===== src/hw/rtl/assert_macros.svh =====
// Assertion macros shared by the RTL of the float literal scanner.
// No dependencies; define NO_ASSERTIONS to compile the checks out.
`ifndef ASSERT_MACROS_SVH
`define ASSERT_MACROS_SVH

`ifndef NO_ASSERTIONS

`define FLS_ASSERT_ALWAYS(label, clk, rst_n, expr) \
    label: assert property (@(posedge clk) disable iff (!rst_n) (expr)) \
        else $error("assertion failed");

`define FLS_ASSERT_IMPLIES(label, clk, rst_n, ante, cons) \
    label: assert property (@(posedge clk) disable iff (!rst_n) (ante) |-> (cons)) \
        else $error("assertion failed");

`else

`define FLS_ASSERT_ALWAYS(label, clk, rst_n, expr)

`define FLS_ASSERT_IMPLIES(label, clk, rst_n, ante, cons)

`endif

`endif


===== src/hw/rtl/fls_pkg.sv =====
// Types, constants and helpers of the float literal scanner.
// No dependencies; used by fls_scan, fls_queue and float_literal_scanner.
package fls_pkg;

    localparam int MAX_DIGITS = 63;
    localparam int KEPT_W     = $clog2(MAX_DIGITS + 1);
    localparam int EXP_W      = 33;
    localparam int SUM_W      = EXP_W + 2;

    localparam int QDEPTH     = 8;
    localparam int QPTR_W     = $clog2(QDEPTH);
    localparam int QCNT_W     = $clog2(QDEPTH + 1);
    localparam int RES_W      = QCNT_W + 1;

    localparam logic [7:0] CH_NUL   = 8'h00;
    localparam logic [7:0] CH_ZERO  = 8'h30;
    localparam logic [7:0] CH_NINE  = 8'h39;
    localparam logic [7:0] CH_DOT   = 8'h2E;
    localparam logic [7:0] CH_MINUS = 8'h2D;
    localparam logic [7:0] CH_PLUS  = 8'h2B;
    localparam logic [7:0] CH_LOWER = 8'h20;

    localparam logic signed [EXP_W-1:0] SHIFT_MAX = {1'b0, {(EXP_W-1){1'b1}}};
    localparam logic signed [EXP_W-1:0] SHIFT_MIN = {1'b1, {(EXP_W-1){1'b0}}};
    localparam logic [EXP_W-1:0]        ACC_MAX   = {EXP_W{1'b1}};

    localparam logic [1:0] FMT_NONE    = 2'd3;
    localparam logic [1:0] PREC_SINGLE = 2'd0;
    localparam logic [1:0] PREC_DOUBLE = 2'd1;
    localparam logic [1:0] PREC_LONG   = 2'd2;

    localparam logic KIND_DIGIT   = 1'b0;
    localparam logic KIND_SUMMARY = 1'b1;

    typedef enum logic [2:0] {
        PH_START      = 3'd0,
        PH_INT        = 3'd1,
        PH_FRACT      = 3'd2,
        PH_EXP_START  = 3'd3,
        PH_EXP_SIGNED = 3'd4,
        PH_EXP_DIGITS = 3'd5,
        PH_DONE       = 3'd7
    } phase_t;

    typedef enum logic [2:0] {
        LET_E = 3'd0,
        LET_F = 3'd1,
        LET_D = 3'd2,
        LET_L = 3'd3,
        LET_S = 3'd4
    } letter_t;

    typedef struct packed {
        logic    hit;
        letter_t code;
    } letter_hit_t;

    typedef struct packed {
        logic       valid;
        logic [7:0] ch;
        logic       last;
    } item_t;

    // One scanned item: an optional digit and an optional raw summary.
    typedef struct packed {
        logic                     has_digit;
        logic                     has_sum;
        logic [3:0]               digit;
        logic                     negative;
        logic                     nonzero;
        logic                     err_pre;
        logic [1:0]               prec;
        logic                     exp_neg;
        logic [EXP_W-1:0]         acc;
        logic signed [EXP_W-1:0]  shift;
    } scan_rec_t;

    typedef struct packed {
        logic               kind;
        logic [3:0]         digit;
        logic               negative;
        logic signed [31:0] dec_exponent;
        logic [1:0]         precision;
        logic               is_zero;
        logic               syntax_error;
        logic               end_of_token;
    } result_t;

    function automatic letter_hit_t letter_decode(input logic [7:0] ch);
        letter_hit_t r;
        logic [7:0]  lc;
        lc     = ch | CH_LOWER;
        r.hit  = 1'b1;
        r.code = LET_E;
        if (lc == 8'h65)      r.code = LET_E;
        else if (lc == 8'h66) r.code = LET_F;
        else if (lc == 8'h64) r.code = LET_D;
        else if (lc == 8'h6C) r.code = LET_L;
        else if (lc == 8'h73) r.code = LET_S;
        else                  r.hit  = 1'b0;
        return r;
    endfunction

endpackage


===== src/hw/rtl/float_literal_scanner.sv =====
// Decimal float literal scanner, top level: ports, input and config registers.
// Depends on fls_pkg, fls_scan, fls_queue and assert_macros.svh.
//
// Usage: characters of a token enter on the input channel (ch, last) with
// in_valid/in_stall, one per cycle. Each significant mantissa digit yields a
// digit item (kind 0); the end of a token (ch zero or last set) yields a
// summary item (kind 1, end_of_token 1) with sign, exponent, precision and
// flags. Results leave on out_valid/out_stall, in input order.
// default_format is written through cfg_valid/cfg_ready/cfg_data while idle;
// cfg_ready is always high.
// A result passes the input register, the scan register and the result
// queue before it can be taken.
// Throughput: one character per cycle while in_stall is low; one output item
// per cycle while out_stall is low, so a character that both adds a digit and
// ends a token yields two output items. The 8-entry result queue sets in_stall
// when fewer than two free slots remain beyond the items in flight.
// Reset clears the token state, the queue and default_format (single).
// While out_stall is high the head item holds and the queue fills; input is
// then stalled and nothing is lost.
`include "assert_macros.svh"

module float_literal_scanner (
    input  logic               clk,
    input  logic               rst_n,
    input  logic               in_valid,
    output logic               in_stall,
    input  logic [7:0]         ch,
    input  logic               last,
    output logic               out_valid,
    input  logic               out_stall,
    output logic               kind,
    output logic [3:0]         digit,
    output logic               negative,
    output logic signed [31:0] dec_exponent,
    output logic [1:0]         precision,
    output logic               is_zero,
    output logic               syntax_error,
    output logic               end_of_token,
    input  logic               cfg_valid,
    output logic               cfg_ready,
    input  logic [1:0]         cfg_data
);

    fls_pkg::item_t                     item_reg, item_next;
    logic [1:0]                         fmt_reg, fmt_next;
    fls_pkg::scan_rec_t                 rec;
    fls_pkg::result_t                   head;
    logic [fls_pkg::QCNT_W-1:0]         q_count;
    logic [fls_pkg::RES_W-1:0]          reserve;

    assign cfg_ready = 1'b1;
    assign fmt_next  = (cfg_valid && cfg_ready) ? cfg_data : fmt_reg;

    // queue slots claimed by the queue and by items still in flight
    assign reserve  = fls_pkg::RES_W'(q_count)
                    + (item_reg.valid ? fls_pkg::RES_W'(2) : '0)
                    + fls_pkg::RES_W'(rec.has_digit) + fls_pkg::RES_W'(rec.has_sum);
    assign in_stall = (reserve > fls_pkg::RES_W'(fls_pkg::QDEPTH - 2));

    always_comb
    begin
        item_next.valid = in_valid && !in_stall;
        item_next.ch    = ch;
        item_next.last  = last;
    end

    always_ff @(posedge clk or negedge rst_n)
    begin
        if (!rst_n)
        begin
            item_reg <= '0;
            fmt_reg  <= '0;
        end
        else
        begin
            item_reg <= item_next;
            fmt_reg  <= fmt_next;
        end
    end

    fls_scan u_scan (
        .clk            (clk),
        .rst_n          (rst_n),
        .item           (item_reg),
        .default_format (fmt_reg),
        .rec            (rec)
    );

    fls_queue u_queue (
        .clk       (clk),
        .rst_n     (rst_n),
        .rec       (rec),
        .out_stall (out_stall),
        .out_valid (out_valid),
        .head      (head),
        .count     (q_count)
    );

    assign kind         = head.kind;
    assign digit        = head.digit;
    assign negative     = head.negative;
    assign dec_exponent = head.dec_exponent;
    assign precision    = head.precision;
    assign is_zero      = head.is_zero;
    assign syntax_error = head.syntax_error;
    assign end_of_token = head.end_of_token;

    `FLS_ASSERT_ALWAYS(a_queue_bound, clk, rst_n, q_count <= fls_pkg::QCNT_W'(fls_pkg::QDEPTH))
    `FLS_ASSERT_IMPLIES(a_summary_ends, clk, rst_n, out_valid && kind, end_of_token)
    `FLS_ASSERT_IMPLIES(a_digit_item, clk, rst_n, out_valid && !kind, (digit <= 4'd9) && !end_of_token && !syntax_error)
    `FLS_ASSERT_IMPLIES(a_error_clean, clk, rst_n, out_valid && syntax_error, (dec_exponent == 32'sd0) && (precision == 2'd0) && !is_zero)

endmodule


===== src/hw/rtl/fls_scan.sv =====
// Character scanner: token state machine and the scan record register.
// Depends on fls_pkg.
module fls_scan (
    input  logic              clk,
    input  logic              rst_n,
    input  fls_pkg::item_t    item,
    input  logic [1:0]        default_format,
    output fls_pkg::scan_rec_t rec
);

    fls_pkg::phase_t                       phase_reg, phase_next;
    logic                                  sign_reg, sign_next;
    logic                                  nz_reg, nz_next;
    logic [fls_pkg::KEPT_W-1:0]            kept_reg, kept_next;
    logic signed [fls_pkg::EXP_W-1:0]      shift_reg, shift_next;
    logic                                  eneg_reg, eneg_next;
    logic [fls_pkg::EXP_W-1:0]             acc_reg, acc_next;
    fls_pkg::letter_t                      letter_reg, letter_next;
    logic                                  failed_reg, failed_next;
    fls_pkg::scan_rec_t                    rec_reg, rec_next;

    logic                                  is_dec;
    fls_pkg::letter_hit_t                  lt;
    logic [fls_pkg::EXP_W+3:0]             acc_wide;
    logic [fls_pkg::EXP_W-1:0]             acc_sat;
    logic                                  run_int, run_exp, keep, try_let;
    logic                                  shift_up, shift_dn;

    assign is_dec   = (item.ch >= fls_pkg::CH_ZERO) && (item.ch <= fls_pkg::CH_NINE);
    assign lt       = fls_pkg::letter_decode(item.ch);
    // acc * 10 + d, saturating
    assign acc_wide = ({4'b0, acc_reg} << 3) + ({4'b0, acc_reg} << 1)
                    + {{fls_pkg::EXP_W{1'b0}}, item.ch[3:0]};
    assign acc_sat  = (|acc_wide[fls_pkg::EXP_W+3:fls_pkg::EXP_W]) ? fls_pkg::ACC_MAX
                    : acc_wide[fls_pkg::EXP_W-1:0];

    always_ff @(posedge clk or negedge rst_n)
    begin
        if (!rst_n)
        begin
            phase_reg  <= fls_pkg::PH_START;
            sign_reg   <= 1'b0;
            nz_reg     <= 1'b0;
            kept_reg   <= '0;
            shift_reg  <= '0;
            eneg_reg   <= 1'b0;
            acc_reg    <= '0;
            letter_reg <= fls_pkg::LET_E;
            failed_reg <= 1'b0;
            rec_reg    <= '0;
        end
        else
        begin
            phase_reg  <= phase_next;
            sign_reg   <= sign_next;
            nz_reg     <= nz_next;
            kept_reg   <= kept_next;
            shift_reg  <= shift_next;
            eneg_reg   <= eneg_next;
            acc_reg    <= acc_next;
            letter_reg <= letter_next;
            failed_reg <= failed_next;
            rec_reg    <= rec_next;
        end
    end

    always_comb
    begin
        phase_next  = phase_reg;
        sign_next   = sign_reg;
        nz_next     = nz_reg;
        kept_next   = kept_reg;
        shift_next  = shift_reg;
        eneg_next   = eneg_reg;
        acc_next    = acc_reg;
        letter_next = letter_reg;
        failed_next = failed_reg;
        rec_next    = '0;
        run_int     = 1'b0;
        run_exp     = 1'b0;
        keep        = 1'b0;
        try_let     = 1'b0;
        shift_up    = 1'b0;
        shift_dn    = 1'b0;

        if (item.valid && (phase_reg != fls_pkg::PH_DONE))
        begin
            if ((item.ch != fls_pkg::CH_NUL) && !failed_reg)
            begin
                unique case (phase_reg)
                    fls_pkg::PH_START:
                    begin
                        phase_next = fls_pkg::PH_INT;
                        if (item.ch == fls_pkg::CH_PLUS)
                        begin
                        end
                        else if (item.ch == fls_pkg::CH_MINUS)
                            sign_next = 1'b1;
                        else
                            run_int = 1'b1;
                    end
                    fls_pkg::PH_INT:
                        run_int = 1'b1;
                    fls_pkg::PH_FRACT:
                    begin
                        if (is_dec)
                        begin
                            if (!nz_reg)
                            begin
                                shift_dn = 1'b1;
                                if (item.ch != fls_pkg::CH_ZERO)
                                begin
                                    nz_next = 1'b1;
                                    keep    = 1'b1;
                                end
                            end
                            else
                                keep = 1'b1;
                        end
                        else
                            try_let = 1'b1;
                    end
                    fls_pkg::PH_EXP_START:
                    begin
                        if (item.ch == fls_pkg::CH_PLUS)
                            phase_next = fls_pkg::PH_EXP_SIGNED;
                        else if (item.ch == fls_pkg::CH_MINUS)
                        begin
                            eneg_next  = 1'b1;
                            phase_next = fls_pkg::PH_EXP_SIGNED;
                        end
                        else
                            run_exp = 1'b1;
                    end
                    fls_pkg::PH_EXP_SIGNED, fls_pkg::PH_EXP_DIGITS:
                        run_exp = 1'b1;
                    default:
                    begin
                    end
                endcase

                if (run_int)
                begin
                    if (!nz_reg && (item.ch == fls_pkg::CH_ZERO))
                    begin
                    end
                    else if (is_dec)
                    begin
                        shift_up = nz_reg;
                        nz_next  = 1'b1;
                        keep     = 1'b1;
                    end
                    else if (item.ch == fls_pkg::CH_DOT)
                        phase_next = fls_pkg::PH_FRACT;
                    else
                        try_let = 1'b1;
                end

                if (try_let)
                begin
                    if (lt.hit)
                    begin
                        letter_next = lt.code;
                        phase_next  = fls_pkg::PH_EXP_START;
                    end
                    else
                        failed_next = 1'b1;
                end

                if (run_exp)
                begin
                    if (is_dec)
                    begin
                        acc_next   = acc_sat;
                        phase_next = fls_pkg::PH_EXP_DIGITS;
                    end
                    else
                        failed_next = 1'b1;
                end

                if (keep && (kept_reg < fls_pkg::KEPT_W'(fls_pkg::MAX_DIGITS)))
                begin
                    kept_next          = kept_reg + 1'b1;
                    rec_next.has_digit = 1'b1;
                    rec_next.digit     = item.ch[3:0];
                end

                if (shift_up && (shift_reg != fls_pkg::SHIFT_MAX))
                    shift_next = shift_reg + 1'b1;
                if (shift_dn && (shift_reg != fls_pkg::SHIFT_MIN))
                    shift_next = shift_reg - 1'b1;
            end

            if ((item.ch == fls_pkg::CH_NUL) || item.last)
            begin
                rec_next.has_sum  = 1'b1;
                rec_next.negative = sign_next;
                rec_next.nonzero  = nz_next;
                rec_next.exp_neg  = eneg_next;
                rec_next.acc      = acc_next;
                rec_next.shift    = shift_next;
                rec_next.err_pre  = failed_next;
                unique case (letter_next)
                    fls_pkg::LET_E:
                    begin
                        if (default_format == fls_pkg::FMT_NONE)
                            rec_next.err_pre = 1'b1;
                        else
                            rec_next.prec = default_format;
                    end
                    fls_pkg::LET_D: rec_next.prec = fls_pkg::PREC_DOUBLE;
                    fls_pkg::LET_L: rec_next.prec = fls_pkg::PREC_LONG;
                    default:        rec_next.prec = fls_pkg::PREC_SINGLE;
                endcase

                phase_next  = item.last ? fls_pkg::PH_START : fls_pkg::PH_DONE;
                sign_next   = 1'b0;
                nz_next     = 1'b0;
                kept_next   = '0;
                shift_next  = '0;
                eneg_next   = 1'b0;
                acc_next    = '0;
                letter_next = fls_pkg::LET_E;
                failed_next = 1'b0;
            end
        end
        else if (item.valid && item.last)
            phase_next = fls_pkg::PH_START;
    end

    assign rec = rec_reg;

endmodule


===== src/hw/rtl/fls_queue.sv =====
// Summary exponent arithmetic and the result queue that feeds the output.
// Depends on fls_pkg.
module fls_queue (
    input  logic                        clk,
    input  logic                        rst_n,
    input  fls_pkg::scan_rec_t          rec,
    input  logic                        out_stall,
    output logic                        out_valid,
    output fls_pkg::result_t            head,
    output logic [fls_pkg::QCNT_W-1:0]  count
);

    fls_pkg::result_t                  q_mem [fls_pkg::QDEPTH];
    logic [fls_pkg::QPTR_W-1:0]        wr_ptr_reg, wr_ptr_next;
    logic [fls_pkg::QPTR_W-1:0]        rd_ptr_reg, rd_ptr_next;
    logic [fls_pkg::QCNT_W-1:0]        count_reg, count_next;
    logic [fls_pkg::QPTR_W-1:0]        sum_ptr;

    logic signed [fls_pkg::SUM_W-1:0]  shift_ext, acc_ext, exp_sum;
    logic                              out_of_range, err;
    fls_pkg::result_t                  dig_res, sum_res;
    logic                              pop;

    assign shift_ext = {{2{rec.shift[fls_pkg::EXP_W-1]}}, rec.shift};
    assign acc_ext   = {2'b00, rec.acc};
    assign exp_sum   = rec.exp_neg ? (shift_ext - acc_ext) : (shift_ext + acc_ext);
    assign out_of_range = !((&exp_sum[fls_pkg::SUM_W-1:31]) || !(|exp_sum[fls_pkg::SUM_W-1:31]));
    assign err       = rec.err_pre || (rec.nonzero && out_of_range);

    always_comb
    begin
        dig_res       = '0;
        dig_res.kind  = fls_pkg::KIND_DIGIT;
        dig_res.digit = rec.digit;

        sum_res              = '0;
        sum_res.kind         = fls_pkg::KIND_SUMMARY;
        sum_res.negative     = rec.negative;
        sum_res.dec_exponent = (err || !rec.nonzero) ? '0 : exp_sum[31:0];
        sum_res.precision    = err ? fls_pkg::PREC_SINGLE : rec.prec;
        sum_res.is_zero      = !err && !rec.nonzero;
        sum_res.syntax_error = err;
        sum_res.end_of_token = 1'b1;
    end

    assign pop         = out_valid && !out_stall;
    assign sum_ptr     = wr_ptr_reg + fls_pkg::QPTR_W'(rec.has_digit);
    assign wr_ptr_next = wr_ptr_reg + fls_pkg::QPTR_W'(rec.has_digit)
                       + fls_pkg::QPTR_W'(rec.has_sum);
    assign rd_ptr_next = rd_ptr_reg + fls_pkg::QPTR_W'(pop);
    assign count_next  = count_reg + fls_pkg::QCNT_W'(rec.has_digit)
                       + fls_pkg::QCNT_W'(rec.has_sum) - fls_pkg::QCNT_W'(pop);

    always_ff @(posedge clk)
    begin
        if (rec.has_digit)
            q_mem[wr_ptr_reg] <= dig_res;
        if (rec.has_sum)
            q_mem[sum_ptr] <= sum_res;
    end

    always_ff @(posedge clk or negedge rst_n)
    begin
        if (!rst_n)
        begin
            wr_ptr_reg <= '0;
            rd_ptr_reg <= '0;
            count_reg  <= '0;
        end
        else
        begin
            wr_ptr_reg <= wr_ptr_next;
            rd_ptr_reg <= rd_ptr_next;
            count_reg  <= count_next;
        end
    end

    assign out_valid = (count_reg != '0);
    assign head      = q_mem[rd_ptr_reg];
    assign count     = count_reg;

endmodule


===== config.mk =====
export PLATFORM = sky130hd
export DESIGN_NAME = float_literal_scanner
export DESIGN_NICKNAME = d
export VERILOG_FILES = /design/src/hw/rtl/fls_pkg.sv /design/src/hw/rtl/float_literal_scanner.sv /design/src/hw/rtl/fls_scan.sv /design/src/hw/rtl/fls_queue.sv
export VERILOG_INCLUDE_DIRS = /design/src /design/src/hw/rtl
export SDC_FILE = /design/constraint.sdc
export NUM_CORES = 1
export LEC_CHECK = 0
export BUFFER_PORTS_ARGS = -buffer_cell sky130_fd_sc_hd__buf_2
export CAP_MARGIN = 20
export CORE_UTILIZATION = 46
export CTS_CLUSTER_DIAMETER = 120
export DETAILED_ROUTE_END_ITERATION = 16
export HOLD_SLACK_MARGIN = 0.12
export PLACE_DENSITY = 0.58
export SLEW_MARGIN = 20
export SYNTH_ARGS = -nofsm -noshare
export SYNTH_HDL_FRONTEND = slang
export SYNTH_SLANG_ARGS = --single-unit

===== constraint.sdc =====
create_clock -name clk -period 5.25 [get_ports clk]
set_input_delay 0.525 -clock clk [delete_from_list [all_inputs] [get_ports clk]]
set_output_delay 0.525 -clock clk [all_outputs]
set_load 0.01 [all_outputs]

After elaboration in Yosys (flattened, before gate mapping)
Memories as Yosys holds them, arrays and structs flattened.
Cells that the tools add are included.
- register bits after elaboration: 182
- bits in latches: 0
- RAM bits: 344
- ROM bits: 0
- input bits: 16
- output and inout bits: 46
- logic and storage cells: 227
- memories: 1
- add/sub/neg operators: 16
- multiply operators: 0
- div/mod/pow operators: 0
- magnitude comparators: 4
- equal/unequal tests: 22
- shift-type cells: 0
- muxes and demuxes: 120
- bitwise operators: 0
- reductions and logical operators: 38
- memories (memory ; depth ; width ; read ports ; clocked after memory_dff ; wr ports ; RTL line ; source):
    u_queue.q_mem ; 8 ; 43 ; 1 ; 0 ; 2 ; fls_queue.sv:13 ; fls_pkg::result_t q_mem [fls_pkg::QDEPTH];
- operator list (operator ; number):
    $mux W33 ; 9
    $mux W78 ; 1
    $mux W3 ; 25
    $mux W72 ; 1
    $mux W1 ; 70
    $ne A33 B33 Y1 const B ; 2
    $add A36 B34 Y37 ; 1
    $add A37 B4 Y37 ; 1
    $add A33 B34 Y35 ; 1
    $eq A7 B6 Y1 const B ; 5
    $mux W35 ; 1
    $sub A33 B34 Y35 ; 1
    $add A33 B1 Y33 const B ; 1
    $sub A33 B1 Y33 const B ; 1
    $eq A8 B6 Y1 const B ; 4
    $mux W32 ; 1
    $mux W6 ; 3
    $eq A3 B2 Y1 const B ; 4
    $logic_and A1 B1 Y1 ; 12
    $add A5 B1 Y5 ; 2
    $add A3 B1 Y3 ; 3
    $add A4 B1 Y4 ; 2
    $ge A8 B6 Y1 const B ; 1
    $le A8 B6 Y1 const B ; 1
    27 further kinds ; 47

Depth between registers and ports, before layout
- depth after elaboration: 18
- depth in mapped cells: 20
- gate-level depth less buffers: 18

By module
Synthesis repeated with hierarchy kept, for this count alone.
- cell total of the unflattened synthesis: 2693
- area total of the unflattened synthesis: 29368.2 µm²
- modules (own cells, without submodules) (module ; times used ; cells an instance ; area each (µm²) ; seq. area each (µm²)):
    fls_queue ; 1 ; 1470 ; 18570.3 ; 9939.5
    fls_scan ; 1 ; 1188 ; 10316.1 ; 4003.8
    float_literal_scanner ; 1 ; 35 ; 481.7 ; 300.3

Worst setup path after synthesis
OpenSTA, ideal clock, no wires.
- path kind: flip-flop to flip-flop
- start point: register u_scan.rec_reg (netlist bit u_scan.rec[40])
- end point: memory u_queue.q_mem[0][24] in the netlist's numbering (data pin)
- setup time: 0.287 ns
- data arrival time: 4.175 ns
- required time: 4.963 ns
- slack: 0.788 ns
- cell stages (with the launch flop): 20
- path buffers: 3
- period minus slack after synthesis: 4.462 ns
- cell sequence: dfrtp_1 -> or4_1 -> nor4_1 -> nand2b_1 -> nor2_1 -> a21oi_1 -> xnor2_1 -> ha_1 -> clkbuf_1 -> and4_1 -> nand3_1 -> nor2_1 -> nand4_1 -> o211ai_1 -> a21oi_1 -> o31a_1 -> a22oi_2 -> buf_2 -> buf_4 -> nor3_1
- RTL lines (element ; RTL line ; source):
    from (decl) ; fls_scan.sv:20 ; fls_pkg::scan_rec_t rec_reg, rec_next;
    from (signal assigned) ; fls_scan.sv:63 ; rec_reg <= rec_next;
    to (decl) ; fls_queue.sv:13 ;

==> tab_implementation.tex <==
\begin{tabular}{lr}
\hline
Metric & Value \\
\hline
\multicolumn{2}{l}{\textbf{Route}} \\
Vias after detailed routing & 20800 \\
1st-iter DRT viols & 1594 \\
Post-DR wirelength/cell & 21.9 microns \\
DRC violation count after routing & 0 \\
Sum of routed wire length over all layers & 75.9 mm \\
Post-route antenna net violation count & 0 \\
Length of the first detailed-routing pass in iterations & 5 \\
Post-DR vias/cell & 6.01 \\
\multicolumn{2}{l}{\textbf{Global routing}} \\
Wire length of the first global-routing pass & 120 mm \\
Remaining Overflow, GRT & 0 \\
Largest net degree at the start of global routing & 94 \\
Overall routing resource usage & 24.3\% \\
Number of global-route vias before repair & 20900 \\
Antenna violations before repair & 0 \\
\multicolumn{2}{l}{\textbf{Hold path}} \\
Hold endpoint & fmt\_reg[1]\$\_DFFE\_PN0P\_ \\
Instance count along the most critical hold path & 2 \\
Tightest Hold Check Type & input pin to flop \\
Hold path start & cfg\_data[1] \\
\multicolumn{2}{l}{\textbf{Critical path}} \\
Count of cells along the worst register-to-register path & 18 \\
Critical Path AT & 5.37 ns \\
Startpoint Class & flop \\
Data required time of the worst path & 5.56 ns \\
Cell with the biggest individual delay on the critical path & or4\_1 \\
Largest stage delay, worst path & 0.52 ns \\
Startpoint of the worst register-to-register path & u\_scan.rec[34]\$\_DFF\_PN0\_ \\
Endpoint type of the worst setup path & flop \\
Sequence of cells on the critical path & or4\_1 > nor4\_2 > nand2b\_1 > nor4\_1 > nor2\_1 > xnor2\_1 > ha\_1 > a21oi\_1 > o21ai\_0 > a211oi\_1 > o21ai\_1 > a41oi\_1 > xnor2\_1 > o31a\_1 > a22oi\_2 > buf\_12 > buf\_16 > nor3\_1 \\
Worst setup path category & flop to flop \\
Minimum setup slack among reg-to-reg paths & 0.18 ns \\
Most numerous cell on the critical path & xnor2\_1 \\
Biggest fanout along the worst timing path & 62 \\
Worst reg2reg endpoint & u\_queue.q\_mem[7][7]\$\_DFFE\_PP\_ \\
\multicolumn{2}{l}{\textbf{Synthesis}} \\
Leading cell types by total area after synthesis & edfxtp\_1 (31\%), dfrtp\_1 (16\%), mux4\_2 (6.7\%) \\
Number of storage elements in the synthesis netlist & 518 \\
Cell variety after synth & 84 \\
Cell Area, Synth & 28400 sq um \\
Most repeated cell in the gate-level netlist after synthesis & nor3\_1 \\
Number of nets produced by synthesis & 2769 \\
Avg Inst Size Synth & 10.8 sq um \\
Proportion of netlist area held by the largest area contributor & 31.3\% \\
Commonest cells in the netlist & nor3\_1 (304), edfxtp\_1 (296), a21oi\_1 (207) \\
Prevailing post-synth register cell & edfxtp\_1 \\
Share of flip-flops with an asynchronous set or reset after synthesis & 35.1\% \\
Share of the yosys chip area belonging to registers & 50.1\% \\
Number of cells produced by synthesis & 2630 \\
Number of enable flip-flop cells after synthesis & 296 \\
Library cell with the largest summed area after synthesis & edfxtp\_1 \\
Total of warnings raised by yosys & 0 \\
\multicolumn{2}{l}{\textbf{Floorplanning}} \\
I/O pin cnt & 62 \\
Standard-cell rows & 90 \\
Initial Util & 46.9\% \\
Die height & 251 microns \\
Std-Cell Core Area & 60700 sq um \\
Horizontal die dimension & 251 microns \\
Floorplan die area & 62800 sq um \\
\multicolumn{2}{l}{\textbf{Timing}} \\
Sum of negative setup slack & 0 ns \\
Fmax & 0.197 GHz \\
Setup-violating endpoint count in the final report & 0 \\
Remaining max-slew budget at the tightest pin & 22.7\% \\
Minimum setup slack in the final design & 0.184 ns \\
Final critical-path required period & 5.07 ns \\
Setup clock skew after layout & 0.0227 ns \\
Max-slew violation count & 0 \\
Final number of hold-violating endpoints & 0 \\
Worst-Margin Slew & 1.15 ns \\
Setup repair after global routing missed its margin & yes \\
Share of the clock period used by the worst path after layout & 96.5\% \\
\multicolumn{2}{l}{\textbf{CTS}} \\
Clock latency of the later-clocked register in the worst-skew pair & 0.62 ns \\
Deepest level of the CTS H-tree & 2 \\
Clock Sinks & 518 \\
Largest buffer count on any clock path & 3 \\
Total CTS buffers & 55 \\
Clock tree from TritonCTS & built \\
Clock slew seen by the registers of the worst setup and hold paths & 0.06 ns \\
Clock Tree Root & clkbuf\_16 \\
\multicolumn{2}{l}{\textbf{Final layout}} \\
Area of the multi-input gates & 13300 sq um \\
Finished Layout Cells & 3464 \\
Proportion of layout cells with a drive suffix above 1 & 14.1\% \\
P\&R area growth vs syn & 10.6\% \\
Fillers & 5439 \\
Fin nets & 2777 \\
Post-Layout Inst Area & 31500 sq um \\
Max FFs per register & 336 \\
Footprint of the flip-flops and latches & 14300 sq um \\
Antenna diode count & 0 \\
\multicolumn{2}{l}{\textbf{Placed design}} \\
DP HPWL & 49.8 mm \\
Cell Count Post-Placement & 3350 \\
Total cell area at the placement stage & 29500 sq um \\
Setup slack after placement & 0.0562 ns \\
Port Buffers & 60 \\
Weighted congestion at the end of routability-driven global placement & 0.896 \\
\multicolumn{2}{l}{\textbf{Pwr}} \\
Power Density & 488 nW/um\^{}2 \\
Peak supply drop & 392 uV \\
Final Power & 15400 uW \\
Static Leak & 0.0119 uW \\
\multicolumn{2}{l}{\textbf{Flow run}} \\
Number of violations of the max-capacitance limit & 0 \\
\multicolumn{2}{l}{\textbf{Outcome}} \\
Run status & finished, final reports clean \\
\hline
\end{tabular}
==> worst max-delay path, delay by kind of cell (launching register included) <==
kind                     cells  cell delay, ns
AO/OA/AOI/OAI                7            1.61
XOR/XNOR                     2            0.44
adder cells (fa/ha/maj)      1            0.39
buffers and inverters        2            0.49
flip-flops                   1            0.44
AND/OR/NAND/NOR              6            1.34
==> cell type report <==
| cell class | count | share of cell area, % |
|---|---|---|
| Sequential cell | 518 | 45.3 |
| Multi-Input combinational cell | 1878 | 42.2 |
| Clock buffer | 72 | 4.77 |
| Tap cell | 782 | 3.11 |
| Timing Repair Buffer | 130 | 3.03 |
| Clock inverter | 29 | 0.923 |
| Inverter | 55 | 0.656 |
==> layer usage <==
| layer | GRT usage, % | wire, microns | vias to the layer above |
|---|---|---|---|
| met1 | 33.3 | 34000 | 10400 |
| li1 | - | - | 9799 |
| met3 | 2.44 | 3090 | 109 |
| met4 | 6.96 | 1870 | 0 |
| met2 | 41.0 | 37000 | 506 |
| met5 | 0 | 0 | - |
==> placed cells by master, fill, tap and decap left out, types with 9 or more instances in the layout <==
cell	Yosys	routed
nor3_1	304	304
edfxtp_1	296	296
a21oi_1	207	207
nor2_1	200	197
dfrtp_1	182	179
nand2_1	176	168
o21ai_0	157	157
ha_1	116	115
xnor2_1	93	93
mux4_2	84	84
buf_2	32	59
clkbuf_16	0	55
inv_1	54	54
buf_4	8	52
mux2_2	45	45
xor2_1	42	42
nand3_1	45	40
dfxtp_1	40	40
and2_1	33	32
nand4_1	32	32
a21o_1	31	31
mux2i_1	30	30
and3_1	24	24
nor4_1	20	19
o31ai_1	16	16
or3_1	15	15
nand2b_1	15	15
a31oi_1	14	14
o21ai_1	13	13
o21a_1	13	13
dlygate4sd3_1	0	12
o211ai_1	11	11
o21bai_1	11	11
nor2b_1	10	10
clkinv_2	0	10
a211oi_1	9	9
clkbuf_1	112	9
==> what timing repair did <==
item	4_1_cts	5_1_grt
setup endpoints to repair	0	280
gates resized for setup	0	9
buffers inserted	0	1
hold buffers	12	0
endpoints found under the hold margin	102	0
==> stage by stage <==
step	hold slack, ns	util [%]
after global routing	0.143	51.8
final	0.153	51.8
after global placement	0.428	48.6
after detailed placement	0.435	48.6
after floorplan	0.229	-
after CTS	0.122	51.8
==> where the power goes <==
group	total, uW	switching, uW	internal (uW)
registers	5030	468	4560
logic	6460	4000	2460
clock network	3870	1650	2220
total	15400	6120	9240
==> how the worst max path moves through the flow <==
stage / from / to / slack (ns) / cells past startpoint
3_3_place_gp: u_scan.rec[40]$_DFF_PN0_ / u_queue.q_mem[1][18]$_DFFE_PP_ / 0.14 / 20
5_1_grt: u_scan.rec[34]$_DFF_PN0_ / u_queue.q_mem[4][8]$_DFFE_PP_ / -0.04 / 18
6_report: u_scan.rec[34]$_DFF_PN0_ / u_queue.q_mem[7][7]$_DFFE_PP_ / 0.18 / 18
2_1_floorplan: u_scan.rec[40]$_DFF_PN0_ / u_queue.q_mem[0][24]$_DFFE_PP_ / 0.79 / 19
4_1_cts: u_scan.rec[34]$_DFF_PN0_ / u_queue.q_mem[3][7]$_DFFE_PP_ / 0.01 / 20
3_5_place_dp: u_scan.rec[34]$_DFF_PN0_ / u_queue.q_mem[3][7]$_DFFE_PP_ / 0.06 / 20
==> logic make-up (layout without fill, tap and decap cells) <==
| kind of cell | count (synthesis) | in the layout | share of synthesized area, % |
|---|---|---|---|
| AO/OA/AOI/OAI | 548 | 548 | 11.6 |
| XOR/XNOR | 135 | 135 | 4.16 |
| adder cells (fa/ha/maj) | 123 | 123 | 5.60 |
| buffers and inverters | 234 | 286 | 3.47 |
| flip-flops | 518 | 518 | 50.1 |
| multiplexers | 159 | 159 | 9.49 |
| other | 1 | 1 | 0.0132 |
| AND/OR/NAND/NOR | 912 | 912 | 15.6 |
Power figures use the tool's default switching activity.
